### config.mk
export PLATFORM = sky130hd
export DESIGN_NAME = crc_framed_packet_receiver_unit
export DESIGN_NICKNAME = d
export VERILOG_FILES = /design/src/design/crfpr_pkg.sv /design/src/design/crfpr_in_stage.sv /design/src/design/crfpr_parser.sv /design/src/design/crfpr_out_stage.sv /design/src/design/crc_framed_packet_receiver_unit.sv
export SDC_FILE = /design/constraint.sdc
export NUM_CORES = 1
export LEC_CHECK = 0
export BUFFER_PORTS_ARGS = -buffer_cell sky130_fd_sc_hd__buf_2
export CAP_MARGIN = 5
export CORE_MARGIN = 1.5
export CORE_UTILIZATION = 53
export DETAILED_ROUTE_END_ITERATION = 10
export GPL_ROUTABILITY_DRIVEN = 1
export PLACE_DENSITY = 0.74
export SYNTH_ARGS = -nofsm -noshare
export SYNTH_HDL_FRONTEND = slang
export SYNTH_SLANG_ARGS = --single-unit
### constraint.sdc
create_clock -name clk -period 7.55 [get_ports clk]
set_input_delay 0 -clock clk [delete_from_list [all_inputs] [get_ports clk]]
set_output_delay 0 -clock clk [all_outputs]
set_load 0.02 [all_outputs]
### src/design/crfpr_pkg.sv
// Shared types, codes and the byte-wide CRC-16 update for the framed packet receiver.
// No dependencies; every other design file uses this package by scoped names.
`timescale 1ns / 1ps

package crfpr_pkg;

    // Item kinds on the input channel
    localparam logic OP_BYTE = 1'b0;
    localparam logic OP_TICK = 1'b1;

    // Result kinds
    localparam logic [1:0] KIND_PAYLOAD  = 2'd0;
    localparam logic [1:0] KIND_COMPLETE = 2'd1;
    localparam logic [1:0] KIND_ABORT    = 2'd2;

    // Abort causes
    localparam logic CAUSE_TIMEOUT = 1'b0;
    localparam logic CAUSE_LENGTH  = 1'b1;

    // Configuration register indexes
    localparam int unsigned CFG_IDX_W = 1;
    localparam logic [CFG_IDX_W-1:0] REG_BYTE_TIMEOUT = 1'b0;
    localparam logic [CFG_IDX_W-1:0] REG_MAX_PAYLOAD  = 1'b1;

    localparam logic [15:0] TIMEOUT_RESET  = 16'd2000;
    localparam logic [15:0] MAX_LEN_RESET  = 16'd267;

    localparam logic [7:0]  SYNC_FIRST  = 8'h55;
    localparam logic [7:0]  SYNC_SECOND = 8'hAA;
    localparam logic [15:0] CRC_POLY    = 16'h1021;
    localparam logic [15:0] CRC_INIT    = 16'h0000;

    // Frame parser phases, one-hot
    typedef enum logic [7:0] {
        PH_HUNT    = 8'b0000_0001,
        PH_SYNC2   = 8'b0000_0010,
        PH_CMD     = 8'b0000_0100,
        PH_LENH    = 8'b0000_1000,
        PH_LENL    = 8'b0001_0000,
        PH_PAYLOAD = 8'b0010_0000,
        PH_CRCH    = 8'b0100_0000,
        PH_CRCL    = 8'b1000_0000
    } phase_t;

    // One input item
    typedef struct packed {
        logic       op;
        logic [7:0] rx_byte;
    } item_t;

    // Input register status toward the parser
    typedef struct packed {
        logic  valid;
        logic  advance;
        item_t item;
    } in_stage_t;

    // One result item
    typedef struct packed {
        logic [1:0]  kind;
        logic [7:0]  data_byte;
        logic [15:0] byte_index;
        logic [7:0]  command;
        logic [15:0] length;
        logic        crc_ok;
        logic        abort_cause;
    } result_t;

    // CRC-16 XMODEM update by one byte, MSB first
    function automatic logic [15:0] crc_step(input logic [15:0] crc, input logic [7:0] b);
        logic [15:0] c;
        c = crc ^ {b, 8'h00};
        for (int i = 0; i < 8; i++) begin
            if (c[15])
                c = {c[14:0], 1'b0} ^ CRC_POLY;
            else
                c = {c[14:0], 1'b0};
        end
        return c;
    endfunction

endpackage

### src/design/crfpr_in_stage.sv
// Input register for the framed packet receiver: holds one accepted beat.
// Depends on crfpr_pkg.
`timescale 1ns / 1ps

module crfpr_in_stage (
    input  logic               clk,
    input  logic               rst_n,
    input  logic               in_valid,
    output logic               in_ready,
    input  logic               op,
    input  logic [7:0]         rx_byte,
    input  logic               out_free,
    output crfpr_pkg::in_stage_t stage
);

    logic             valid_reg;
    logic             valid_next;
    crfpr_pkg::item_t item_reg;
    logic             advance;

    // Move the held beat on whenever the result register can take its result
    assign advance  = valid_reg && out_free;
    assign in_ready = !valid_reg || advance;

    always_comb
    begin
        valid_next = valid_reg;
        if (in_valid && in_ready)
            valid_next = 1'b1;
        else if (advance)
            valid_next = 1'b0;
    end

    // Hold control state
    always_ff @(posedge clk or negedge rst_n)
    begin
        if (!rst_n)
            valid_reg <= 1'b0;
        else
            valid_reg <= valid_next;
    end

    // Capture the payload of an accepted beat
    always_ff @(posedge clk)
    begin
        if (in_valid && in_ready)
        begin
            item_reg.op      <= op;
            item_reg.rx_byte <= rx_byte;
        end
    end

    assign stage.valid   = valid_reg;
    assign stage.advance = advance;
    assign stage.item    = item_reg;

endmodule

### src/design/crfpr_parser.sv
// Frame parser: phase machine, running CRC, frame fields, idle tick counter
// and the two configuration registers. Depends on crfpr_pkg.
`timescale 1ns / 1ps

module crfpr_parser (
    input  logic                   clk,
    input  logic                   rst_n,
    input  logic                   cfg_valid,
    input  logic [crfpr_pkg::CFG_IDX_W-1:0] cfg_index,
    input  logic [15:0]            cfg_data,
    input  crfpr_pkg::in_stage_t   stage,
    output logic                   res_valid,
    output crfpr_pkg::result_t     res
);

    crfpr_pkg::phase_t phase_reg, phase_next;
    logic [15:0] crc_reg, crc_next;
    logic [7:0]  cmd_reg, cmd_next;
    logic [15:0] len_reg, len_next;
    logic [15:0] count_reg, count_next;
    logic [7:0]  crch_reg, crch_next;
    logic [15:0] idle_reg, idle_next;
    logic [15:0] timeout_reg;
    logic [15:0] max_len_reg;

    logic [7:0]  b;
    logic [15:0] crc_upd;
    logic [15:0] idle_inc;
    logic [15:0] len_full;
    logic [16:0] count_inc;
    logic [1:0]  kind;
    logic [7:0]  data_b;
    logic [15:0] index_b;
    logic        ok_b;
    logic        cause_b;

    assign b         = stage.item.rx_byte;
    assign crc_upd   = crfpr_pkg::crc_step(crc_reg, b);
    assign idle_inc  = (idle_reg == 16'hFFFF) ? idle_reg : idle_reg + 16'd1;
    assign len_full  = {len_reg[15:8], b};
    assign count_inc = {1'b0, count_reg} + 17'd1;

    // Work out the next state and the result of the held beat
    always_comb
    begin
        phase_next = phase_reg;
        crc_next   = crc_reg;
        cmd_next   = cmd_reg;
        len_next   = len_reg;
        count_next = count_reg;
        crch_next  = crch_reg;
        idle_next  = idle_reg;
        res_valid  = 1'b0;
        kind       = crfpr_pkg::KIND_PAYLOAD;
        data_b     = 8'h00;
        index_b    = 16'h0000;
        ok_b       = 1'b0;
        cause_b    = crfpr_pkg::CAUSE_TIMEOUT;

        if (stage.item.op == crfpr_pkg::OP_TICK)
        begin
            // Count ticks inside an open frame, abort on timeout
            if (phase_reg == crfpr_pkg::PH_HUNT)
                idle_next = 16'h0000;
            else if (idle_inc >= timeout_reg)
            begin
                res_valid  = 1'b1;
                kind       = crfpr_pkg::KIND_ABORT;
                cause_b    = crfpr_pkg::CAUSE_TIMEOUT;
                phase_next = crfpr_pkg::PH_HUNT;
                idle_next  = 16'h0000;
            end
            else
                idle_next = idle_inc;
        end
        else
        begin
            idle_next = 16'h0000;
            unique case (phase_reg)
                crfpr_pkg::PH_HUNT:
                begin
                    if (b == crfpr_pkg::SYNC_FIRST)
                    begin
                        cmd_next   = 8'h00;
                        len_next   = 16'h0000;
                        count_next = 16'h0000;
                        crch_next  = 8'h00;
                        crc_next   = crfpr_pkg::crc_step(crfpr_pkg::CRC_INIT, b);
                        phase_next = crfpr_pkg::PH_SYNC2;
                    end
                end
                crfpr_pkg::PH_SYNC2:
                begin
                    if (b == crfpr_pkg::SYNC_SECOND)
                    begin
                        crc_next   = crc_upd;
                        phase_next = crfpr_pkg::PH_CMD;
                    end
                    else
                        phase_next = crfpr_pkg::PH_HUNT;
                end
                crfpr_pkg::PH_CMD:
                begin
                    cmd_next   = b;
                    crc_next   = crc_upd;
                    phase_next = crfpr_pkg::PH_LENH;
                end
                crfpr_pkg::PH_LENH:
                begin
                    len_next   = {b, 8'h00};
                    crc_next   = crc_upd;
                    phase_next = crfpr_pkg::PH_LENL;
                end
                crfpr_pkg::PH_LENL:
                begin
                    len_next = len_full;
                    crc_next = crc_upd;
                    if (len_full > max_len_reg)
                    begin
                        res_valid  = 1'b1;
                        kind       = crfpr_pkg::KIND_ABORT;
                        cause_b    = crfpr_pkg::CAUSE_LENGTH;
                        phase_next = crfpr_pkg::PH_HUNT;
                    end
                    else if (len_full == 16'h0000)
                        phase_next = crfpr_pkg::PH_CRCH;
                    else
                        phase_next = crfpr_pkg::PH_PAYLOAD;
                end
                crfpr_pkg::PH_PAYLOAD:
                begin
                    crc_next   = crc_upd;
                    res_valid  = 1'b1;
                    kind       = crfpr_pkg::KIND_PAYLOAD;
                    data_b     = b;
                    index_b    = count_reg;
                    count_next = count_inc[15:0];
                    if (count_inc >= {1'b0, len_reg})
                        phase_next = crfpr_pkg::PH_CRCH;
                end
                crfpr_pkg::PH_CRCH:
                begin
                    crch_next  = b;
                    phase_next = crfpr_pkg::PH_CRCL;
                end
                crfpr_pkg::PH_CRCL:
                begin
                    res_valid  = 1'b1;
                    kind       = crfpr_pkg::KIND_COMPLETE;
                    ok_b       = ({crch_reg, b} == crc_reg);
                    phase_next = crfpr_pkg::PH_HUNT;
                end
                default:
                    phase_next = crfpr_pkg::PH_HUNT;
            endcase
        end
    end

    // Result fields carry the frame header as it stands after this beat
    assign res.kind        = kind;
    assign res.data_byte   = data_b;
    assign res.byte_index  = index_b;
    assign res.command     = cmd_next;
    assign res.length      = len_next;
    assign res.crc_ok      = ok_b;
    assign res.abort_cause = cause_b;

    // Advance frame state on each beat that moves on
    always_ff @(posedge clk or negedge rst_n)
    begin
        if (!rst_n)
        begin
            phase_reg <= crfpr_pkg::PH_HUNT;
            crc_reg   <= 16'h0000;
            cmd_reg   <= 8'h00;
            len_reg   <= 16'h0000;
            count_reg <= 16'h0000;
            crch_reg  <= 8'h00;
            idle_reg  <= 16'h0000;
        end
        else if (stage.advance)
        begin
            phase_reg <= phase_next;
            crc_reg   <= crc_next;
            cmd_reg   <= cmd_next;
            len_reg   <= len_next;
            count_reg <= count_next;
            crch_reg  <= crch_next;
            idle_reg  <= idle_next;
        end
    end

    // Configuration registers
    always_ff @(posedge clk or negedge rst_n)
    begin
        if (!rst_n)
        begin
            timeout_reg <= crfpr_pkg::TIMEOUT_RESET;
            max_len_reg <= crfpr_pkg::MAX_LEN_RESET;
        end
        else if (cfg_valid)
        begin
            unique case (cfg_index)
                crfpr_pkg::REG_BYTE_TIMEOUT: timeout_reg <= cfg_data;
                crfpr_pkg::REG_MAX_PAYLOAD:  max_len_reg <= cfg_data;
                default: ;
            endcase
        end
    end

endmodule

### src/design/crfpr_out_stage.sv
// Result register for the framed packet receiver: holds one result beat
// until the consumer takes it. Depends on crfpr_pkg.
`timescale 1ns / 1ps

module crfpr_out_stage (
    input  logic               clk,
    input  logic               rst_n,
    input  logic               load,
    input  logic               res_valid,
    input  crfpr_pkg::result_t res,
    output logic               out_free,
    output logic               out_valid,
    input  logic               out_ready,
    output crfpr_pkg::result_t out_res
);

    logic               valid_reg;
    logic               valid_next;
    crfpr_pkg::result_t res_reg;

    // Free when empty or when the held beat leaves this cycle
    assign out_free = !valid_reg || out_ready;

    always_comb
    begin
        valid_next = valid_reg;
        if (load)
            valid_next = res_valid;
        else if (out_ready)
            valid_next = 1'b0;
    end

    always_ff @(posedge clk or negedge rst_n)
    begin
        if (!rst_n)
            valid_reg <= 1'b0;
        else
            valid_reg <= valid_next;
    end

    // Capture a new result beat
    always_ff @(posedge clk)
    begin
        if (load && res_valid)
            res_reg <= res;
    end

    assign out_valid = valid_reg;
    assign out_res   = res_reg;

endmodule

### src/design/crc_framed_packet_receiver_unit.sv
// Top level of the framed packet receiver: input register, frame parser, result register.
// Depends on crfpr_pkg, crfpr_in_stage, crfpr_parser and crfpr_out_stage.
`timescale 1ns / 1ps

// Takes one item per clock (a received byte or a millisecond tick) unless the
// result register stalls, and gives at most one result per item. Sustained
// rate is one item per cycle while out_ready is high; a result passes through
// the input register, then the result register. The per-item cost is set by the
// byte-wide CRC-16 update and the phase logic, which sit between those two
// registers. in_ready drops only while both registers are full and out_ready is
// low. Configuration writes are taken in any cycle (cfg_ready is always high);
// write them only while no frame work is pending. No clearing pass after reset.
module crc_framed_packet_receiver_unit (
    input  logic        clk,
    input  logic        rst_n,
    input  logic        in_valid,
    output logic        in_ready,
    input  logic        op,
    input  logic [7:0]  rx_byte,
    output logic        out_valid,
    input  logic        out_ready,
    output logic [1:0]  kind,
    output logic [7:0]  data_byte,
    output logic [15:0] byte_index,
    output logic [7:0]  command,
    output logic [15:0] length,
    output logic        crc_ok,
    output logic        abort_cause,
    input  logic        cfg_valid,
    output logic        cfg_ready,
    input  logic [crfpr_pkg::CFG_IDX_W-1:0] cfg_index,
    input  logic [15:0] cfg_data
);

    crfpr_pkg::in_stage_t stage;
    crfpr_pkg::result_t   res;
    crfpr_pkg::result_t   out_res;
    logic                 res_valid;
    logic                 out_free;

    assign cfg_ready = 1'b1;

    crfpr_in_stage u_in (
        .clk      (clk),
        .rst_n    (rst_n),
        .in_valid (in_valid),
        .in_ready (in_ready),
        .op       (op),
        .rx_byte  (rx_byte),
        .out_free (out_free),
        .stage    (stage)
    );

    crfpr_parser u_parser (
        .clk       (clk),
        .rst_n     (rst_n),
        .cfg_valid (cfg_valid),
        .cfg_index (cfg_index),
        .cfg_data  (cfg_data),
        .stage     (stage),
        .res_valid (res_valid),
        .res       (res)
    );

    crfpr_out_stage u_out (
        .clk       (clk),
        .rst_n     (rst_n),
        .load      (stage.advance),
        .res_valid (res_valid),
        .res       (res),
        .out_free  (out_free),
        .out_valid (out_valid),
        .out_ready (out_ready),
        .out_res   (out_res)
    );

    assign kind        = out_res.kind;
    assign data_byte   = out_res.data_byte;
    assign byte_index  = out_res.byte_index;
    assign command     = out_res.command;
    assign length      = out_res.length;
    assign crc_ok      = out_res.crc_ok;
    assign abort_cause = out_res.abort_cause;

    // Input backpressure only when both registers are full and the consumer stalls
    a_ready_only_when_full: assert property (@(posedge clk) disable iff (!rst_n)
        !in_ready |-> (stage.valid && out_valid && !out_ready))
        else $error("in_ready low without a full pipeline");

    // A payload beat always lies inside the declared length
    a_index_in_range: assert property (@(posedge clk) disable iff (!rst_n)
        (out_valid && kind == crfpr_pkg::KIND_PAYLOAD) |-> (byte_index < length))
        else $error("payload index beyond frame length");

    // Payload beats carry no status flags
    a_payload_flags: assert property (@(posedge clk) disable iff (!rst_n)
        (out_valid && kind == crfpr_pkg::KIND_PAYLOAD) |-> (!crc_ok && !abort_cause))
        else $error("status flag set on a payload beat");

    // A length abort reports a length above zero
    a_len_abort: assert property (@(posedge clk) disable iff (!rst_n)
        (out_valid && kind == crfpr_pkg::KIND_ABORT
            && abort_cause == crfpr_pkg::CAUSE_LENGTH) |-> (length != 16'h0000))
        else $error("length abort with zero length");

endmodule
==> results_dict.tcl, run 1 <==
set metrics [dict create \
    drc_errors 0 \
    powerDensity_nw_per_um2 218 \
    min_path_cells 5 \
    crit_path_cell_trace "nand4_1 > nor4_1 > a21oi_1 > and3_1 > xor2_1 > ha_1 > a21oi_1 > o21ai_0 > a2111oi_0 > o21a_1 > o211ai_1 > nor3_1 > nor2_4 > buf_4" \
    setup_violations 0 \
    finish.instance_area_sq_um 11400 \
    wl_per_cell_um 17.4 \
    synth_cell_type_count 75 \
    max_stage_delay_ns 0.68 \
    period_needed_ns 4.65 \
    path_clk_slew_ns 0.07 \
    yosys.area.top_type_share_pct 27.9 \
    worstSkewPairLatency_ns 0.44 \
    die_h_um 140 \
    syn_nets 1026 \
    fin_skew_ns 0.00894 \
    die_area_sq_um 19600 \
    r2r_start "u_parser.idle_reg[3]$_DFFE_PN0P_" \
    row_count 49 \
    ios 86 \
    diodes 0 \
    routed_wirelength_mm 22.3 \
    fp.dieW_um 140 \
    hold_end "u_parser.timeout_reg[4]$_DFFE_PN1P_" \
    rsz0062_at_grt "false" \
    clock_sinks 183 \
    start_kind "flip-flop" \
    final_net_count 1122 \
    period_share_pct 61.6 \
    cts_max_path_buffers 2 \
    portBuffers 84 \
    yosysWarnings 0 \
    crit_buf_inv 1 \
    ys.flop_type "dfrtp_1" \
    gp_congestion 0.869 \
    path_delay_family "compound AO/OA/AOI/OAI gates" \
    cp_max_fo 52 \
    totalPowerFinal_w 0.00249 \
    grt_pass1_wl_mm 36.2 \
    fin_cells 1283 \
    hold_viol_final 0 \
    avgViaCountPerCell 5.83 \
    largest_reg_flops 52 \
    cts_buffers 17 \
    synth-seq-area-share_pct 49.2 \
    ir_drop_uv 172 \
    ys_async_sr_fraction_pct 66.7 \
    clockRootBuffer "clkbuf_16" \
    hold_path.class "in -> reg" \
    r2r_cells 14 \
    maxCapViolations 0 \
    synth.largest_area_cell "dfrtp_1" \
    outcome "completed" \
    drtIter0Drc 843 \
    critPathMostFrequentCell "a21oi_1" \
    hp-start "cfg_index" \
    grt_pass1_vias 6950 \
    antenna_found_initial 0 \
    synth.cell_area_sq_um 9960 \
    dp_hpwl_mm 15.3 \
    regToRegEndpoint "u_out.out_res[50]$_SDFFCE_PP0P_" \
    place_area_sq_um 10500 \
    synth_area_leaders "dfrtp_1 (28%), edfxtp_1 (18%), ha_1 (6.3%)" \
    rrSetupSlack_ns 2.90 \
    dp.cells 1222 \
    grt-ovfl-total 0 \
    relSlewSlack_pct 36.4 \
    grt_max_degree 73 \
    max_freq_mhz 215 \
    drive_gt1_share_pct 17.2 \
    endpoint_kind "flip-flop" \
    critical_path_required_ns 7.66 \
    syn_avg_cell_area_sq_um 10.5 \
    dr.pass1.iters 5 \
    cts_tree "done" \
    num_vias 7475 \
    grt_use_total_pct 23.5 \
    worstSetupPathType "reg -> reg" \
    final_antenna_net_count 0 \
    tightestPinTransition_ns 0.953 \
    synthCells 945 \
    cp_slowest_cell "a2111oi_0" \
    ctsHtreeMaxLevel 4 \
    worstPathArrival_ns 4.77 \
    start_util_pct 54.7 \
    synth_edf_count 61 \
    syn_to_final_growth_pct 14.5 \
    coreArea_sq_um 18200 \
    ys_ff_latch 183 \
    final.setup.tns_ns 0 \
    timing.hold.ws_ns 0.0707 \
    cts_repair_resize_count 0 \
    leakagePower_nw 5.24 \
    drv_slew 0 \
    crit_start "u_parser.idle_reg[3]$_DFFE_PN0P_" \
]
-- layout make-up --
class | count | area, sq um
repair buffers | 119 | 758
inverters | 53 | 199
multi-input cells | 667 | 4670
clock inverters | 14 | 165
well taps | 229 | 287
flip-flops and latches | 183 | 4900
fillers | 1459 | 6800
clock buffers | 18 | 429
-- layout by cell type (no fill, tap or decap), drive strengths merged, types with 11 or more instances in the layout --
cell	n
dfrtp	111
nand2	101
buf	90
o21ai	83
edfxtp	61
inv	59
nor2	54
a22o	50
ha	50
xnor2	42
xor2	33
dlygate4sd3	29
and2	28
a21oi	28
nand3	26
mux2	25
clkbuf	18
nor3	17
nand4	13
dfstp	11
-- stage by stage --
stage                     utilization [%]  setup slack [ns]
after floorplan                         -              2.22
after global placement               57.8              3.09
after global routing                 62.6              2.56
after CTS                            62.6              2.90
final                                62.6              2.90
after detailed placement             57.8              2.94
-- synthesized netlist by cell type (6+ instances only) --
| master | count |
|---|---|
| mux2_2 | 20 |
| dfrtp_1 | 111 |
| o21ai_1 | 31 |
| buf_2 | 9 |
| o21a_1 | 6 |
| nand2_1 | 96 |
| o21ai_0 | 47 |
| and2_1 | 28 |
| nor2_1 | 52 |
| a22o_1 | 50 |
| and4_1 | 10 |
| nand2b_1 | 8 |
| a32o_1 | 6 |
| xnor2_1 | 42 |
| nor3_1 | 17 |
| nor2b_1 | 6 |
| and3_1 | 7 |
| clkbuf_1 | 26 |
| nand3_1 | 26 |
| dfstp_2 | 11 |
| edfxtp_1 | 61 |
| nand4_1 | 13 |
| nor4_1 | 6 |
| inv_1 | 53 |
| a21oi_1 | 28 |
| xor2_1 | 33 |
| a211oi_1 | 7 |
| o31ai_1 | 7 |
| ha_1 | 50 |
-- worst min-delay path, delay by kind of cell --
kind            cells  cell delay, ns
compound gates      1            0.07
buf+inv             2            0.30
simple gates        2            0.13
-- routing by layer --
metal	up-vias	share of wire [%]	GRT usage, %
li1	3581	-	-
met1	3632	47	33.1
met2	229	47	37.7
met3	33	5.2	3.73
met4	0	1.5	6.87
met5	-	0	0
-- worst max path at each step --
stage	to	slack, ns	cells past startpoint
floorplan	u_out.out_res[0]$_SDFFCE_PP0P_	2.22	14
global placement	u_out.out_res[1]$_SDFFCE_PP0P_	3.09	14
detailed placement	u_out.out_res[1]$_SDFFCE_PP0P_	2.94	14
CTS	u_out.out_res[50]$_SDFFCE_PP0P_	2.90	14
global route	u_out.out_res[40]$_SDFFCE_PN0P_	2.56	14
finish	u_out.out_res[50]$_SDFFCE_PP0P_	2.90	14
-- cell families after synthesis --
family,count (synthesis),synth area share [%]
AOI/OAI and AO/OA,215,15.0
buffers and inverters,95,4.03
other,1,0.0376
and+or+nand+nor,300,15.9
xor gates and xnor gates,75,6.59
DFF,183,49.2
adders and majority gates,50,6.28
muxes,26,3.00
-- repair_timing --
item	in CTS	in global routing
endpoints found under the hold margin	85	0
hold buffers	29	0
setup buffers	0	0
-- where the power goes --
group / internal (W) / switching (W) / total, W / leakage (nW)
clock: 0.000497 / 0.000406 / 0.000904 / 0.278
sequential: 0.00109 / 0.0000823 / 0.00118 / 2.29
combinational: 0.000194 / 0.000217 / 0.000411 / 2.67
total: 0.00178 / 0.000706 / 0.00249 / 5.24
(Power assumes the default switching activity.)
==> inputs of run 2 (changes only) <==
- ABC_AREA: default -> 1
- PLACE_DENSITY: 0.74 -> 0.77
- clock period: 7.55 -> 3.8 ns (I/O delays scaled with it)
==> results_dict.tcl, run 2 <==
set metrics [dict create \
    final_common_cell "nand2_1" \
    place_area_sq_um 10600 \
    row_count 50 \
    clock_sinks 183 \
    critical_path_required_ns 3.95 \
    maxCapViolations 0 \
    cp_max_fo 27 \
    finish.instance_area_sq_um 11600 \
    synth.cell_area_sq_um 9980 \
    crit_start "u_parser.idle_reg[0]$_DFFE_PN0P_" \
    grt_use_total_pct 25.5 \
    coreArea_sq_um 18600 \
    ir_drop_uv 330 \
    synth-seq-area-share_pct 49.1 \
    drc_errors 0 \
    syn_nets 1200 \
    gp_congestion 0.871 \
    final_cell_mix "nand2_1 (234), inv_1 (171), dfrtp_1 (111), buf_2 (83), o21ai_0 (77)" \
    fin_skew_ns 0.0121 \
    synth_common_cells "nand2_1 (236), inv_1 (173), dfrtp_1 (111)" \
    final.setup.tns_ns 0 \
    die_h_um 140 \
    die_area_sq_um 19700 \
    ys_async_sr_fraction_pct 66.7 \
    hold_path.class "in -> async" \
    ctsHtreeMaxLevel 4 \
    totalPowerFinal_w 0.00658 \
    clockRootBuffer "clkbuf_16" \
    cts_max_path_buffers 2 \
    worstSetupPathType "reg -> reg" \
    ios 86 \
    syn_to_final_growth_pct 15.7 \
    wl_per_cell_um 16.5 \
    synthCells 1119 \
    crit_end "u_out.out_res[40]$_SDFFCE_PN0P_" \
    outcome "completed" \
    synth.largest_area_cell "dfrtp_1" \
    fin_cells 1479 \
    yosys.area.top_type_share_pct 27.8 \
    dp.cells 1415 \
    yosysWarnings 0 \
    start_util_pct 53.7 \
    dp_hpwl_mm 16.8 \
    leakagePower_nw 5.40 \
    path_clk_slew_ns 0.07 \
    grt_max_degree 70 \
    grt-ovfl-total 0 \
    period_share_pct 94.3 \
    start_kind "flip-flop" \
    ys.flop_type "dfrtp_1" \
    r2r_cells 19 \
    final_net_count 1313 \
    drive_gt1_share_pct 17.5 \
    routed_wirelength_mm 24.4 \
    regToRegEndpoint "u_out.out_res[40]$_SDFFCE_PN0P_" \
    diodes 0 \
    powerDensity_nw_per_um2 570 \
    synth_area_leaders "dfrtp_1 (28%), edfxtp_1 (18%), nand2_1 (8.9%)" \
    drtIter0Drc 780 \
    tightestPinTransition_ns 0.919 \
    largest_reg_flops 52 \
    r2r_start "u_parser.idle_reg[0]$_DFFE_PN0P_" \
    grt_pass1_wl_mm 39.2 \
    rrSetupSlack_ns 0.22 \
    final_antenna_net_count 0 \
    avgViaCountPerCell 5.48 \
    worstPathArrival_ns 3.73 \
    timing.hold.ws_ns 0.211 \
    ys_ff_latch 183 \
    max_freq_mhz 279 \
    dr.pass1.iters 6 \
    num_vias 8104 \
    cts_tree "done" \
    antenna_found_initial 0 \
    portBuffers 84 \
    relSlewSlack_pct 38.6 \
    endpoint_kind "flip-flop" \
    period_needed_ns 3.58 \
    worstSkewPairLatency_ns 0.44 \
    drv_slew 0 \
    fp.dieW_um 140 \
    cts_buffers 17 \
    setup_violations 0 \
    syn_avg_cell_area_sq_um 8.92 \
    synth.most_common_cell "nand2_1" \
    synth_edf_count 61 \
    synth_cell_type_count 53 \
    grt_pass1_vias 7834 \
    hold_viol_final 0 \
]
[run 2: cell types whose count changed after synthesis, sizes merged, moves of 20 or more]
cell	change
a22o	-50
and2	-27
inv	+128
mux2	-25
nand2	+148
nand3	+20
nor2	+27
o21ai	+27
o22ai	+37
xnor2	-25
[run 2: worst min-delay path by stage]
stage | start | end | slack [ns] | cells past startpoint
finish | rst_n | u_parser.max_len_reg[9]$_DFFE_PN0P_ | 0.21 | 2
global route | rx_byte[7] | u_in.stage[7]$_DFFE_PP_ | 0.27 | 2
CTS | rst_n | u_parser.max_len_reg[11]$_DFFE_PN0P_ | 0.25 | 2
detailed placement | rst_n | u_parser.max_len_reg[11]$_DFFE_PN0P_ | 0.18 | 1
global placement | rst_n | u_parser.max_len_reg[10]$_DFFE_PN0P_ | 0.18 | 1
floorplan | rst_n | u_in.valid_reg$_DFFE_PN0P_ | -0.30 | 0
[run 2: what timing repair did]
item,CTS,global route
setup buffers,0,2
endpoints found under the hold margin,103,0
resized for setup,0,8
hold buffers,30,0
setup endpoints to repair,0,73
[run 2: logic make-up (layout without fill, tap and decap cells)]
logic type,Yosys count,in the layout,synth area share (%)
AO/OA/AOI/OAI,203,203,12.2
XOR/XNOR,47,47,4.20
adder cells (fa/ha/maj),50,50,6.27
buffers and inverters,211,337,8.67
flip-flops,183,183,49.1
other,1,1,0.0376
AND/OR/NAND/NOR,424,424,19.5
[run 2: per-layer routing]
| layer | global-route usage [%] | wire length [um] | share of wire (%) | up-vias |
|---|---|---|---|---|
| li1 | - | - | - | 3918 |
| met1 | 34.4 | 10800 | 44 | 3829 |
| met2 | 41.3 | 11500 | 47 | 309 |
| met3 | 4.44 | 1400 | 5.7 | 48 |
| met4 | 9.36 | 695 | 2.8 | 0 |
| met5 | 0 | 0 | 0 | - |
[run 2: stage by stage]
| stage | setup slack, ns | utilization [%] |
|---|---|---|
| finish | 0.217 | 62.2 |
| global route | -0.0488 | 62.2 |
| CTS | 0.159 | 61.9 |
| detailed placement | 0.172 | 57.1 |
| global placement | 0.304 | 57.1 |
| floorplan | 0.172 | - |
[run 2: final cells by class]
type | count | area (sq um)
fill | 1506 | 7030
sequential | 183 | 4900
timing repair buffer | 122 | 808
multi-input combinational | 725 | 4250
tap | 234 | 293
clock buffer | 19 | 443
inverter | 183 | 698
clock inverter | 13 | 159
[run 2: power breakdown]
group	internal, W	switching, W
clock network	0.00101	0.000837
registers	0.00234	0.000273
logic	0.000796	0.00132
[run 2: critical path, stage by stage, from the launching register on]
cell	delay [ns]
dfrtp_1	0.39
ha_1	0.19
nand3_1	0.12
inv_2	0.10
nand2_2	0.10
nor3_4	0.20
nand3_4	0.17
nand4_1	0.13
xor2_1	0.22
inv_1	0.09
ha_1	0.32
nand4_1	0.19
o21bai_1	0.21
nand2_1	0.11
nand3_1	0.12
nand3_1	0.10
nand3_1	0.12
nand2_2	0.07
clkinvlp_4	0.13
buf_12	0.19
